File: config.mk
export PLATFORM = sky130hd
export DESIGN_NAME = cfr_div_unit
export DESIGN_NICKNAME = d
export VERILOG_FILES = /design/src/design/cfr_pkg.sv /design/src/design/cfr_div_unit.sv
export SDC_FILE = /design/constraint.sdc
export NUM_CORES = 1
export LEC_CHECK = 0
export ABC_CLOCK_PERIOD_IN_PS = 9600
export BUFFER_PORTS_ARGS = -buffer_cell sky130_fd_sc_hd__buf_4
export CAP_MARGIN = 20
export CORE_MARGIN = 1.5
export CORE_UTILIZATION = 30
export DETAILED_ROUTE_END_ITERATION = 8
export GPL_TIMING_DRIVEN = 0
export PLACE_DENSITY_LB_ADDON = 0.15
export SYNTH_ARGS = -nofsm -noshare
export SYNTH_HDL_FRONTEND = slang
export SYNTH_SLANG_ARGS = --single-unit
export TNS_END_PERCENT = 100
File: constraint.sdc
create_clock -name clock -period 9.6 [get_ports clock]
set_input_delay 0 -clock clock [delete_from_list [all_inputs] [get_ports clock]]
set_output_delay 0 -clock clock [all_outputs]
set_load 0.01 [all_outputs]
File: src/design/cfr_pkg.sv
`default_nettype none

package cfr_pkg;

   // Fixed widths of the beat payloads.
   localparam int MAG_BITS    = 64;
   localparam int DEPTH_BITS  = 5;
   localparam int STATUS_BITS = 2;

   // Default fixed-point and result sizes.
   localparam int FRACTION_BITS_DEF = 32;
   localparam int RESULT_BITS_DEF   = 32;

   // Early stop once remainder * 2^STOP_SHIFT is below the divisor.
   localparam int STOP_SHIFT = 33;

   // Depth register value after reset.
   localparam logic [DEPTH_BITS-1:0] DEPTH_RESET = 5'd10;

   // Result status codes.
   localparam logic [STATUS_BITS-1:0] STATUS_OK   = 2'd0;
   localparam logic [STATUS_BITS-1:0] STATUS_ZERO = 2'd1;
   localparam logic [STATUS_BITS-1:0] STATUS_SAT  = 2'd2;

endpackage

`default_nettype wire

File: src/design/cfr_div_unit.sv
`default_nettype none

// Restoring divider, one quotient bit per cycle, most significant first.
// Each quotient bit also feeds two saturating shift-add accumulators, so
// that at the end acc_p = min(a * p_mult, CAP) and acc_q likewise, where
// a is the quotient and CAP is 2^(RESULT_BITS-1).
module cfr_div_unit import cfr_pkg::*; #(
   parameter int RESULT_BITS = RESULT_BITS_DEF
) (
   input  logic                   clock,
   input  logic                   reset,
   input  logic                   start,
   input  logic [MAG_BITS-1:0]    dividend,
   input  logic [MAG_BITS-1:0]    divisor,
   input  logic [RESULT_BITS-1:0] p_mult,
   input  logic [RESULT_BITS-1:0] q_mult,
   output logic                   done,
   output logic [MAG_BITS-1:0]    remainder,
   output logic [RESULT_BITS-1:0] acc_p,
   output logic [RESULT_BITS-1:0] acc_q
);

   localparam int CNT_BITS = $clog2(MAG_BITS);
   localparam logic [CNT_BITS-1:0] CNT_LAST = CNT_BITS'(MAG_BITS - 1);
   localparam logic [RESULT_BITS:0] CAP_WIDE = (RESULT_BITS + 1)'(1) << (RESULT_BITS - 1);

   logic                   busy_ff, busy_in;
   logic                   done_ff, done_in;
   logic [CNT_BITS-1:0]    cnt_ff, cnt_in;
   logic [MAG_BITS-1:0]    rem_ff, rem_in;
   logic [MAG_BITS-1:0]    dvd_ff, dvd_in;
   logic [RESULT_BITS-1:0] accp_ff, accp_in;
   logic [RESULT_BITS-1:0] accq_ff, accq_in;

   logic [MAG_BITS:0]    rem_shift;
   logic [MAG_BITS:0]    trial;
   logic                 qbit;
   logic [RESULT_BITS:0] sum_p;
   logic [RESULT_BITS:0] sum_q;

   // One restoring step and the matching shift-add on both accumulators.
   always_comb begin
      rem_shift = {rem_ff, dvd_ff[MAG_BITS-1]};
      trial     = rem_shift - {1'b0, divisor};
      qbit      = ~trial[MAG_BITS];
      sum_p     = {accp_ff, 1'b0} + (qbit ? {1'b0, p_mult} : '0);
      sum_q     = {accq_ff, 1'b0} + (qbit ? {1'b0, q_mult} : '0);
   end

   always_comb begin
      busy_in = busy_ff;
      done_in = 1'b0;
      cnt_in  = cnt_ff;
      rem_in  = rem_ff;
      dvd_in  = dvd_ff;
      accp_in = accp_ff;
      accq_in = accq_ff;
      if (start) begin
         busy_in = 1'b1;
         cnt_in  = '0;
         rem_in  = '0;
         dvd_in  = dividend;
         accp_in = '0;
         accq_in = '0;
      end else if (busy_ff) begin
         rem_in  = qbit ? trial[MAG_BITS-1:0] : rem_shift[MAG_BITS-1:0];
         dvd_in  = {dvd_ff[MAG_BITS-2:0], 1'b0};
         accp_in = (sum_p > CAP_WIDE) ? CAP_WIDE[RESULT_BITS-1:0] : sum_p[RESULT_BITS-1:0];
         accq_in = (sum_q > CAP_WIDE) ? CAP_WIDE[RESULT_BITS-1:0] : sum_q[RESULT_BITS-1:0];
         cnt_in  = cnt_ff + CNT_BITS'(1);
         if (cnt_ff == CNT_LAST) begin
            busy_in = 1'b0;
            done_in = 1'b1;
         end
      end
   end

   always_ff @(posedge clock) begin
      if (reset) begin
         busy_ff <= 1'b0;
         done_ff <= 1'b0;
         cnt_ff  <= '0;
      end else begin
         busy_ff <= busy_in;
         done_ff <= done_in;
         cnt_ff  <= cnt_in;
      end
      rem_ff  <= rem_in;
      dvd_ff  <= dvd_in;
      accp_ff <= accp_in;
      accq_ff <= accq_in;
   end

   assign done      = done_ff;
   assign remainder = rem_ff;
   assign acc_p     = accp_ff;
   assign acc_q     = accq_ff;

endmodule

`default_nettype wire
Word level (Yosys, flattened, before mapping)
Cells that the tools add are included.
{ "totals": {"word_cells": 29, "reg_bits": 200, "input_bits": 195} }
{ "classes": {"n_lt_le_gt_ge": 2, "n_mux": 11, "eq_ne": 1, "n_reduce_logical": 3, "addsub": 4, "bitwise_logic": 1} }
{ "op_table": {"columns": ["op", "n"], "rows": [
  ["64-bit two-way mux", 3],
  ["32-bit two-way mux", 4],
  ["33-bit by 32-bit adder with 33-bit output", 2],
  ["33-bit by 32-bit > comparator with 1-bit output, second input constant", 2],
  ["65-bit by 64-bit subtractor with 65-bit output", 1],
  ["6-bit by 1-bit adder with 6-bit output, second input constant", 1],
  ["6-bit equality test, second input constant", 1],
  ["1-bit two-way mux", 4],
  ["3-bit OR reduction", 1],
  ["2-bit nonzero test", 1],
  ["2-bit OR reduction", 1],
  ["1-bit inverter", 1]
]} }

Depth between registers and ports, before layout
Gate-level depths: netlist (run 1).
{ "depth": {"ltp_word": 5, "mapped_depth": 31} }

Worst setup path before layout (run 1)
No wires, ideal clock.
{ "synth_timing": {"kind": "register to register", "startpoint": "reg dvd_ff[63]", "endpoint": "reg accq_ff[22] (netlist: acc_q[22])", "required_time_ns": 9.483, "arrival_time_ns": 5.590, "slack_ns": 3.893, "path_stages_with_launch": 31, "n_path_buf": 4, "setup_ns": 0.117, "period_less_slack_ns": 5.707, "cell_sequence": "edfxtp_1 > inv_1 > ha_1 > fa_1 > nor2b_4 > o31a_1 > or4_4 > nand3_2 > a2111o_1 > a21oi_1 > nand2b_4 > buf_6 > o31a_2 > clkbuf_1 > and3_1 > ha_1 > inv_1 > fa_1 > nand2b_1 > a21oi_1 > o211a_1 > nor3_2 > o21a_1 > o211ai_1 > a221o_1 > a21oi_1 > xnor2_1 > nor3_2 > buf_6 > buf_6 > a22o_1"} }
{ "synth_between": {"elab_chain_cells": 5} }
{ "synth_lines": {"columns": ["element", "line", "source"], "rows": [
  ["start, declared", "cfr_div_unit.sv:31", "logic [MAG_BITS-1:0] dvd_ff, dvd_in;"],
  ["start signal, assigned", "cfr_div_unit.sv:89", "dvd_ff <= dvd_in;"],
  ["65-bit by 64-bit subtractor with 65-bit output (*)", "cfr_div_unit.sv:44", "trial = rem_shift - {1'b0, divisor};"],
  ["32-bit two-way mux (*)", "cfr_div_unit.sv:47", "sum_q = {accq_ff, 1'b0} + (qbit ? {1'b0, q_mult} : '0);"],
  ["33-bit by 32-bit adder with 33-bit output (*)", "cfr_div_unit.sv:47", null],
  ["33-bit by 32-bit > comparator with 1-bit output", "cfr_div_unit.sv:69", "accq_in = (sum_q > CAP_WIDE) ? CAP_WIDE[RESULT_BITS-1:0] : sum_q[RESULT_BITS-1:0];"],
  ["32-bit two-way mux (*)", "cfr_div_unit.sv:69", null],
  ["end signal, assigned", "cfr_div_unit.sv:91", "accq_ff <= accq_in;"],
  ["end, declared", "cfr_div_unit.sv:33", "logic [RESULT_BITS-1:0] accq_ff, accq_in;"]
]} }
Every way passes the cells marked *; elsewhere a longest branch is shown, timed or not.
A chain may end at the register's enable or synchronous reset.

Final worst setup path (run 1)
{ "layout_timing": {"startpoint": "reg dvd_ff[63]", "endpoint": "reg accq_ff[25] (netlist: acc_q[25])"} }
The elaborated chain is that of the path after synthesis.

==> reports/results.txt, run 1 <==
outcome - completed
Vias/cell - 5.26
Sink Count - 200
slew margin rel. - 39.0%
maximum fanout along the worst path - 10
Worst setup SP type - register
largest area contributor in the netlist - dfxtp_1
core area - 0.0505 mm^2
final hold vios - 0
Die X - 230 um
# IOs - 324
Post-Route WL - 55.6 mm
largest cells by area after synthesis - dfxtp_1, edfxtp_1, ha_1
Post-Synth Simple-Gate Area - 15.8%
Slew Limit Fails - 0
pin count of the biggest net entering global routing - 36
first-pass GRT wire length - 85.2 mm
R2R depth - 30
Clock Path Buffers - 2
final worst-path cycle share - 75.9%
DIE HEIGHT - 230 um
warnings from Yosys - 0
Critical Path Max Stage Delay - 0.47 ns
setup bufs post-CTS - 0
Gates resized, CTS repair - 0
Clock Skew - 0.0204 ns
Cell Area, Synth - 0.0154 mm^2
register bit total from synthesis - 200
LEAKAGE - 0.00917 uW
Least-Margin Pin Slew - 0.915 ns
WS Path Type - reg2reg
main combinational cell family by area after synthesis - compound AO/OA/AOI/OAI gates
CTS HTree Levels - 4
HP Class - in2reg
crit end category - register
Routed Antenna Nets - 0
Final setup viols - 0
post-synthesis xor/xnor area fraction - 6.39%
# DRC - 0
DRT iter0 DRCs - 987
Sum Neg Setup Slack - 0 ns
# hold bufs at CTS - 72
Final Wtd Congestion - 0.933
Area Overhead vs Synth - 30.0%
Synth Area in Compound Gates - 25.7%
share of layout cells above drive strength 1 - 23.1%
Initial Utilization - 30.6%
EDFF count, synth - 64
worst skew pair latency - 0.52 ns
Hold Path Stages - 4
Post-Syn Instances - 1,771
CTS tree - built
maximum VDD drop - 0.104 mV
pre-CTS WS - 2.39 ns
Top Usage Layer GRT - met2
Port Buf Inserts - 323
grt ovf - 0
Layout Nets - 2,511
adder-cell share of the synthesized area - 10.7%
grt met1 use - 28.2%
Clock transition at path regs - 0.08 ns
critical path data required time - 10.00 ns
Placement Rows - 82
max_cap viols - 0
Multi-input gate area - 0.00995 mm^2
most common cell after layout, fill and taps aside - buf_4
Avg Synthesized Cell Area - 8.72 um^2
RSZ-0062 raised after global routing - no
most frequent cells in the layout - buf_4, nand2_1, dfxtp_1
full die area - 0.0528 mm^2
Global Route met3 Usage - 4.40%
vias in the first global route - 14,800
top cell type's share of synthesized area - 17.6%
upper clock frequency limit - 137 MHz
CP max-delay cell - a2111o_1
Primary FF master, synth - dfxtp_1
initial antenna violation count - 4
Final min period - 7.28 ns
first drt pass iteration count - 5
register area share after synthesis - 30.1%
async set-or-reset flop fraction in the synthesized netlist - 0%
all-layer global routing usage - 20.7%
CTS Root Cell - clkbuf_16
mux share of post-synthesis cell area - 5.84%
DP HPWL - 43.4 mm
syn_nets - 2,096
count of cell types in the netlist - 92
flip-flop and latch area - 0.00464 mm^2
CP Data Arrival Time - 7.68 ns
Layout fillers - 5,244
Setup WS post-layout - 2.32 ns
total CTS buffers - 17
Global Route met2 Usage - 32.8%
routed vias - 15,100
Power Density - 112 mW/mm^2
wire per inst - 19.4 um
-- sequential cells by signal (all words and copies together), names as in the netlist --
name,cells
acc_p,32
dvd_ff,64
acc_q,32
done,1
busy_ff,1
remainder,64
cnt_ff,6
-- path summary, 6_finish.rpt --
| path | from | end | slack, ns |
|---|---|---|---|
| setup reg to reg | dvd_ff[63]$_DFFE_PP_ | acc_q[25]$_SDFFE_PP0P_ | 2.32 |
| hold reg to reg | remainder[47]$_SDFFE_PP0P_ | remainder[47]$_SDFFE_PP0P_ | 0.51 |
| setup / recovery | dvd_ff[63]$_DFFE_PP_ | acc_q[25]$_SDFFE_PP0P_ | 2.32 |
| hold / removal | divisor[1] | remainder[1]$_SDFFE_PP0P_ | 0.05 |
-- report_power, final --
part | switching, uW | total (uW) | internal [uW] | leakage (uW)
sequential | 30.2 | 953 | 923 | 0.00175
combinational | 280 | 510 | 231 | 0.00712
clock | 421 | 778 | 357 | 0.000298
total | 731 | 2240 | 1510 | 0.00917
-- critical path: cells and delay by family (launching register included) --
kind | cells | cell delay, ns
compound gates | 11 | 2.92
simple gates | 8 | 1.17
fa+ha+maj | 4 | 1.21
xor+xnor | 1 | 0.44
flops | 1 | 0.40
buf+inv | 6 | 0.99
-- through the flow --
stage                     total power (uW)  instance area [um^2]  utilization (%)  instances  hold WS [ns]
final                                 2240                 20100             39.8       2873        0.0530
after global routing                  2350                 20100             39.8       2872        0.0418
after CTS                             2270                 20100             39.7       2871        0.0113
after detailed placement              1460                 18700             37.1       2767         0.168
after global placement                1450                 18700             37.1       2766         0.167
after floorplan                       1260                 15400                -       1771        0.0724
-- logic make-up after synthesis --
group                      after synthesis
AOI/OAI and AO/OA                      555
xor gates and xnor gates               111
DFF                                    200
adders and majority gates              130
buffers and inverters                  196
and+or+nand+nor                        497
muxes                                   82
-- cells in the mapped netlist (all sizes together) (14+ instances only) --
cell,n
nor3,23
nor2b,14
nand2,171
mux2,64
a21oi,137
a32o,26
o21ai,100
edfxtp,64
and3,78
and2,14
o21a,20
a311oi,26
inv,95
ha,127
nand4,26
a211oi,25
a31oi,20
nor2,108
nand3,27
a22o,37
xnor2,73
buf,33
clkbuf,67
a21o,61
mux2i,18
xor2,38
dfxtp,136
-- area by class of cell --
type,instances,share of cell area [%]
multi-input cells,1375,49.6
flip-flops and latches,200,23.1
repair buffers,396,15.8
well taps,672,4.19
plain buffers,100,2.42
clock buffers,18,2.14
inverters,96,1.80
clock inverters,14,0.948
diodes,2,0.0249
-- metal layers --
metal	wire, um	part of all wire (%)
met3	3300	5.9
met2	25300	45
met5	20	0.036
met4	869	1.6
met1	26100	47
No activity file was read; power rests on OpenSTA's default activity.
==> run 2: changes to the inputs <==
Settings changed: ABC_AREA set to 1, ABC_CLOCK_PERIOD_IN_PS 9600 to 6150.
Clock period 9.6 ns to 6.15 ns, I/O delays scaled along.
==> run 2 against run 1 <==
Maximum frequency increased by 26%. Global-route usage grew 3.1 points. Final cell count is 41% higher. Via count is 32% higher. Setup slack got worse by 1.9 ns. First-iteration DRC count increased by 20%. Combinational power fell by 15%. Critical path depth up 7. Largest cell class unchanged.
==> reports/results.txt, run 2 <==
register bit total from synthesis - 200 (unchanged)
maximum VDD drop - 0.236 mV (+130%)
RSZ-0062 raised after global routing - no
DIE HEIGHT - 246 um (+7.0%)
Clock Skew - 0.0195 ns (-0.000903 ns)
most frequent cells in the layout - nand2_1, inv_1, nor2_1
DP HPWL - 59.9 mm (+38%)
syn_nets - 3,200 (+53%)
Clock Path Buffers - 2 (unchanged)
Flop pwr share - 46.3% (+3.8 points)
CP Data Arrival Time - 6.22 ns (-1.46 ns)
Met2 Wirelength - 32.3 mm (+28%)
CP max-delay cell - fa_1
outcome - completed
warnings from Yosys - 0 (unchanged)
wire per inst - 17.9 um (-7.7%)
Setup WS post-layout - 0.384 ns (-1.93 ns)
pin count of the biggest net entering global routing - 57 (+58%)
largest area contributor in the netlist - nand2_1
Final Wtd Congestion - 0.976 (+4.7%)
most common library cells after synthesis - nand2_1, inv_1, nor2_1
Initial Utilization - 30.5% (-0.099 points)
WS Path Type - reg2reg
final hold vios - 0 (unchanged)
Routed Antenna Nets - 0 (unchanged)
Layout Nets - 3,611 (+44%)
DRT iter0 DRCs - 1,181 (+20%)
largest cells by area after synthesis - nand2_1, dfxtp_1, edfxtp_1
slew margin rel. - 29.0% (-10 points)
Non-Filler Instances - 4,065 (+41%)
internal power - 2180 uW (+45%)
Die X - 246 um (+7.0%)
Worst Hold Margin - 0.104 ns (+0.0509 ns)
# DRC - 0 (unchanged)
Final setup viols - 0 (unchanged)
crit-path most repeated cell - nand2_1
most common cell in the synthesized netlist - nand2_1
routed vias - 19,900 (+32%)
most common cell after layout, fill and taps aside - nand2_1
CTS tree - built
setup bufs post-CTS - 0 (unchanged)
critical path data required time - 6.61 ns (-3.39 ns)
Post-Route M1 WL - 34.3 mm (+31%)
Cell Area, Synth - 0.0177 mm^2 (+15%)
Clock power frac - 39.8% (+5.1 points)
maximum fanout along the worst path - 19 (+9)
Port Buf Inserts - 322 (-0.31%)
pre-CTS WS - -0.0392 ns (-2.43 ns)
Least-Margin Pin Slew - 1.06 ns (+0.150 ns)
combinational share of power - 13.9% (-8.9 points)
Crit path depth - 37 (+23%)
Layout fillers - 6,342 (+21%)
Net Sw Frac - 29.4% (-3.2 points)
Worst setup SP type - register
vias in the first global route - 19,100 (+30%)
Post-Route WL - 72.6 mm (+31%)
worst skew pair latency - 0.51 ns (about the same)
full die area - 0.0604 mm^2 (+14%)
initial antenna violation count - 3 (-1)
Hold Path Stages - 7 (+3)
upper clock frequency limit - 173 MHz (+26%)
core area - 0.0580 mm^2 (+15%)
# IOs - 324 (unchanged)
WP buf/inv - 6 (unchanged)
Critical Path Max Stage Delay - 0.40 ns (-0.07 ns)
Slew Limit Fails - 0 (unchanged)
CTS Root Cell - clkbuf_16
Post-Syn Instances - 2,875 (+62%)
DR top layer - met5
Area Overhead vs Synth - 26.8%
all-layer global routing usage - 23.8% (+3.1 points)
Final min period - 5.77 ns (-1.52 ns)
first drt pass iteration count - 6 (+1)
CTS HTree Levels - 4 (unchanged)
max_cap viols - 0 (unchanged)
Primary FF master, synth - dfxtp_1
first-pass GRT wire length - 110 mm (+29%)
# placed instances - 3,964 (+43%)
final worst-path cycle share - 93.7% (+18 points)
HP Class - in2reg
Met3 Routed Length - 4.72 mm (+43%)
async set-or-reset flop fraction in the synthesized netlist - 0% (unchanged)
LEAKAGE - 0.0114 uW (+24%)
R2R depth - 37 (+23%)
register area share after synthesis - 26.3% (-3.8 points)
top cell type's share of synthesized area - 19.0% (+1.3 points)
total CTS buffers - 17 (unchanged)
Power Density - 138 mW/mm^2 (+23%)
grt ovf - 0 (unchanged)
critical path's top delay family - simple AND/OR/NAND/NOR gates
Avg Synthesized Cell Area - 6.15 um^2 (-29%)
Sw Pwr - 910 uW (+25%)
Clock transition at path regs - 0.09 ns (about the same)
Sink Count - 200 (unchanged)
Placement Rows - 88 (+7.3%)
Vias/cell - 4.90 (-6.8%)
share of layout cells above drive strength 1 - 13.2% (-10 points)
EDFF count, synth - 64 (unchanged)
count of cell types in the netlist - 48 (-48%)
crit end category - register
[run 2: power groups by stage]
stage | Combinational, uW | Sequential, uW | Clock, uW
after floorplan | 198 | 1460 | 0
after global placement | 389 | 1460 | 0
after detailed placement | 396 | 1460 | 0
after CTS | 433 | 1430 | 1280
after global routing | 477 | 1440 | 1320
final | 431 | 1430 | 1230
[run 2: cells by family after synthesis]
kind of cell               after synthesis  synth area share [%]
and+or+nand+nor                       1563                  36.3
buffers and inverters                  472                  10.7
AOI/OAI and AO/OA                      453                  14.6
DFF                                    200                  26.3
adders and majority gates              130                  9.32
xor gates and xnor gates                57                  2.82
[run 2: cell type report]
| class | instances | area [um^2] | share of cell area, % |
|---|---|---|---|
| diodes | 1 | 2.50 | 0.0112 |
| plain buffers | 73 | 410 | 1.83 |
| clock buffers | 17 | 425 | 1.90 |
| clock inverters | 15 | 175 | 0.781 |
| inverters | 398 | 1490 | 6.66 |
| multi-input cells | 2203 | 11200 | 49.8 |
| flip-flops and latches | 200 | 4640 | 20.7 |
| well taps | 765 | 957 | 4.27 |
| repair buffers | 393 | 3150 | 14.0 |
[run 2: worst reg2reg max path, delay by kind of cell (launching register included)]
kind,cells,cell delay (ns)
AOI/OAI and AO/OA,1,0.18
adders and majority gates,4,1.22
buffers and inverters,6,0.88
DFF,1,0.35
and+or+nand+nor,26,3.11
[run 2: final timing paths]
path	endpoint	slack, ns	from
worst max-delay path	acc_q[10]$_SDFFE_PP0P_	0.38	dvd_ff[63]$_DFFE_PP_
worst min-delay path	remainder[62]$_SDFFE_PP0P_	0.10	divisor[62]
worst max register to register	acc_q[10]$_SDFFE_PP0P_	0.38	dvd_ff[63]$_DFFE_PP_
worst min register to register	acc_q[9]$_SDFFE_PP0P_	0.48	acc_q[9]$_SDFFE_PP0P_
[run 2: stage by stage]
| step | utilization [%] | area, um^2 | total power, uW | setup TNS [ns] |
|---|---|---|---|---|
| 2_1_floorplan | - | 17700 | 1660 | 0 |
| 3_3_place_gp | 36.3 | 21100 | 1850 | -0.00125 |
| 3_5_place_dp | 36.4 | 21100 | 1860 | -0.0621 |
| 4_1_cts | 38.6 | 22400 | 3150 | 0 |
| 5_1_grt | 38.6 | 22400 | 3240 | 0 |
| 6_report | 38.7 | 22400 | 3090 | 0 |
[run 2: routing by layer]
metal	GRT usage (%)	vias up
met5	0	-
met3	5.48	66
li1	-	10100
met1	32.0	9202
met2	38.2	526
met4	5.97	6
[run 2: timing repair]
action	CTS	global route
endpoints found under the setup margin	23	61
gates resized for setup	1	12
hold buffers	69	0
hold endpoints to repair	75	0
==> run 3: changes to the inputs <==
Settings changed: ABC_CLOCK_PERIOD_IN_PS 6150 to 7350, CORE_UTILIZATION 30 to 50, MAX_ROUTING_LAYER set to met4.
Clock period 6.15 ns to 7.35 ns, I/O delays scaled along.
==> run 3 against run 2 <==
Worst hold slack got worse by 0.067 ns. Critical path depth rose by 1. Sequential power down 16%. First-iteration DRC count rose by 57%. Critical path type unchanged.
==> reports/results.txt, run 3 (synthesis gave the netlist of run 2 again) <==
Routed Antenna Nets - 0 (unchanged)
CTS HTree Levels - 4 (unchanged)
crit end category - register
critical path's top delay family - simple AND/OR/NAND/NOR gates
Crit path depth - 38 (+2.7%)
Placement Rows - 68 (-23%)
full die area - 0.0365 mm^2 (-40%)
outcome - completed
wire per inst - 18.3 um (+2.2%)
routed vias - 20,800 (+4.4%)
CTS tree - built
grt ovf - 0 (unchanged)
HP Class - in2reg
CP max-delay cell - fa_1
Critical Path Max Stage Delay - 0.45 ns (+0.05 ns)
Layout fillers - 3,163 (-50%)
RSZ-0062 raised after global routing - no
Die X - 191 um (-22%)
Final min period - 5.84 ns (+0.0776 ns)
CTS Root Cell - clkbuf_16
first-pass GRT wire length - 103 mm (-6.2%)
flip-flop and latch area - 0.00464 mm^2 (unchanged)
Sum Neg Setup Slack - 0 ns (unchanged)
end point of the critical path - acc_q[23]$_SDFFE_PP0P_
Power Density - 118 mW/mm^2 (-15%)
Clock Path Buffers - 2 (unchanged)
Clock transition at path regs - 0.08 ns (about the same)
worst skew pair latency - 0.48 ns (-0.03 ns)
final hold vios - 0 (unchanged)
most frequent cells in the layout - nand2_1, inv_1, nor2_1
Initial Utilization - 51.0% (+20 points)
DRT iter0 DRCs - 1,855 (+57%)
Post-Route WL - 68.6 mm (-5.5%)
Worst setup SP type - register
Layout Nets - 3,609 (-0.055%)
WS Path Type - reg2reg
total CTS buffers - 17 (unchanged)
CP startpoint - dvd_ff[63]$_DFFE_PP_
R2R depth - 38 (+2.7%)
max_cap viols - 0 (unchanged)
Area Overhead vs Synth - 24.3%
Final setup viols - 0 (unchanged)
all-layer global routing usage - 37.6% (+14 points)
final worst-path cycle share - 79.5% (-14 points)
end of the worst register-to-register path - acc_q[23]$_SDFFE_PP0P_
slew margin rel. - 34.6% (+5.6 points)
Sink Count - 200 (unchanged)
initial antenna violation count - 2 (-1)
WP buf/inv - 7 (+1)
maximum VDD drop - 0.172 mV (-27%)
# DRC - 0 (unchanged)
first drt pass iteration count - 6 (unchanged)
vias in the first global route - 19,300 (+0.71%)
# hold bufs at CTS - 67 (-2.9%)
crit-path most repeated cell - nand2_1
Multi-input gate area - 0.0111 mm^2 (-0.22%)
Clock Skew - 0.0252 ns (+0.00571 ns)
DIE HEIGHT - 191 um (-22%)
share of layout cells above drive strength 1 - 12.9% (-0.26 points)
Least-Margin Pin Slew - 0.977 ns (-0.0878 ns)
Slew Limit Fails - 0 (unchanged)
CP Data Arrival Time - 6.25 ns (+0.03 ns)
most common cell after layout, fill and taps aside - nand2_1
setup bufs post-CTS - 0 (unchanged)
upper clock frequency limit - 171 MHz (-1.3%)
Final Wtd Congestion - 1.06 (+9.0%)
# IOs - 324 (unchanged)
critical path data required time - 7.76 ns (+1.15 ns)
LEAKAGE - 0.0114 uW (-0.25%)
Gates resized, CTS repair - 0 (-1)
Port Buf Inserts - 322 (unchanged)
Vias/cell - 5.54 (+13%)
maximum fanout along the worst path - 10 (-9)
R2R setup slack - 1.51 ns (+1.12 ns)
DP HPWL - 52.8 mm (-12%)
pin count of the biggest net entering global routing - 67 (+18%)
core area - 0.0347 mm^2 (-40%)
Worst Hold Margin - 0.0364 ns (-0.0675 ns)
R2R Path Start - dvd_ff[63]$_DFFE_PP_
[run 3: changes by cell type in the layout (fill, tap and decap cells not counted), sizes merged]
cell,previous run,this run
bufinv,1,0
diode,1,4
dlygate4sd3,69,67
clkinv,8,6
buf,353,355
inv,404,405
[run 3: worst register-to-register path, delay by kind of cell, from the launching register on]
family / cells / cell delay [ns]
AO/OA/AOI/OAI: 1 / 0.20
adder cells (fa/ha/maj): 4 / 1.09
flip-flops: 1 / 0.34
buffers and inverters: 7 / 1.20
AND/OR/NAND/NOR: 26 / 2.95
[run 3: final cells by class]
type                       instances  share of cell area (%)
multi-input combinational       2203                    50.7
sequential                       200                    21.1
timing repair buffer             390                    14.2
inverter                         398                    6.80
tap                              455                    2.59
clock buffer                      19                    2.01
buffer                            74                    1.84
clock inverter                    13                   0.700
antenna                            4                  0.0455
[run 3: worst min path at each step]
stage	from	end	cells past startpoint
after CTS	start	cnt_ff[0]$_SDFFE_PP0P_	4
final	start	cnt_ff[0]$_SDFFE_PP0P_	4
after global placement	reset	busy_ff$_SDFF_PP0_	4
after floorplan	reset	busy_ff$_SDFF_PP0_	3
after global routing	divisor[0]	remainder[0]$_SDFFE_PP0P_	4
after detailed placement	dividend[62]	dvd_ff[62]$_DFFE_PP_	3
[run 3: power by group]
group	switching, uW	internal [uW]
clock	547	470
combinational	211	154
sequential	14.8	1190
[run 3: through the flow]
stage          std cells  power (uW)  instance area [um^2]  utilization (%)  setup slack, ns
2_1_floorplan       2875        1390                 17700                -             2.87
3_3_place_gp        3652        1530                 20700             59.6             1.63
3_5_place_dp        3653        1540                 20700             59.6             1.62
4_1_cts             3752        2560                 22000             63.3             1.58
5_1_grt             3754        2650                 22000             63.3             1.14
6_report            3756        2580                 22000             63.3             1.51
[run 3: routing by layer]
metal,track usage [%],share of wire (%),vias to the layer above
li1,-,-,10100
met1,47.5,42,9472
met2,59.5,45,1071
met3,6.68,9.8,148
met4,14.7,3.7,0
met5,-,0,-
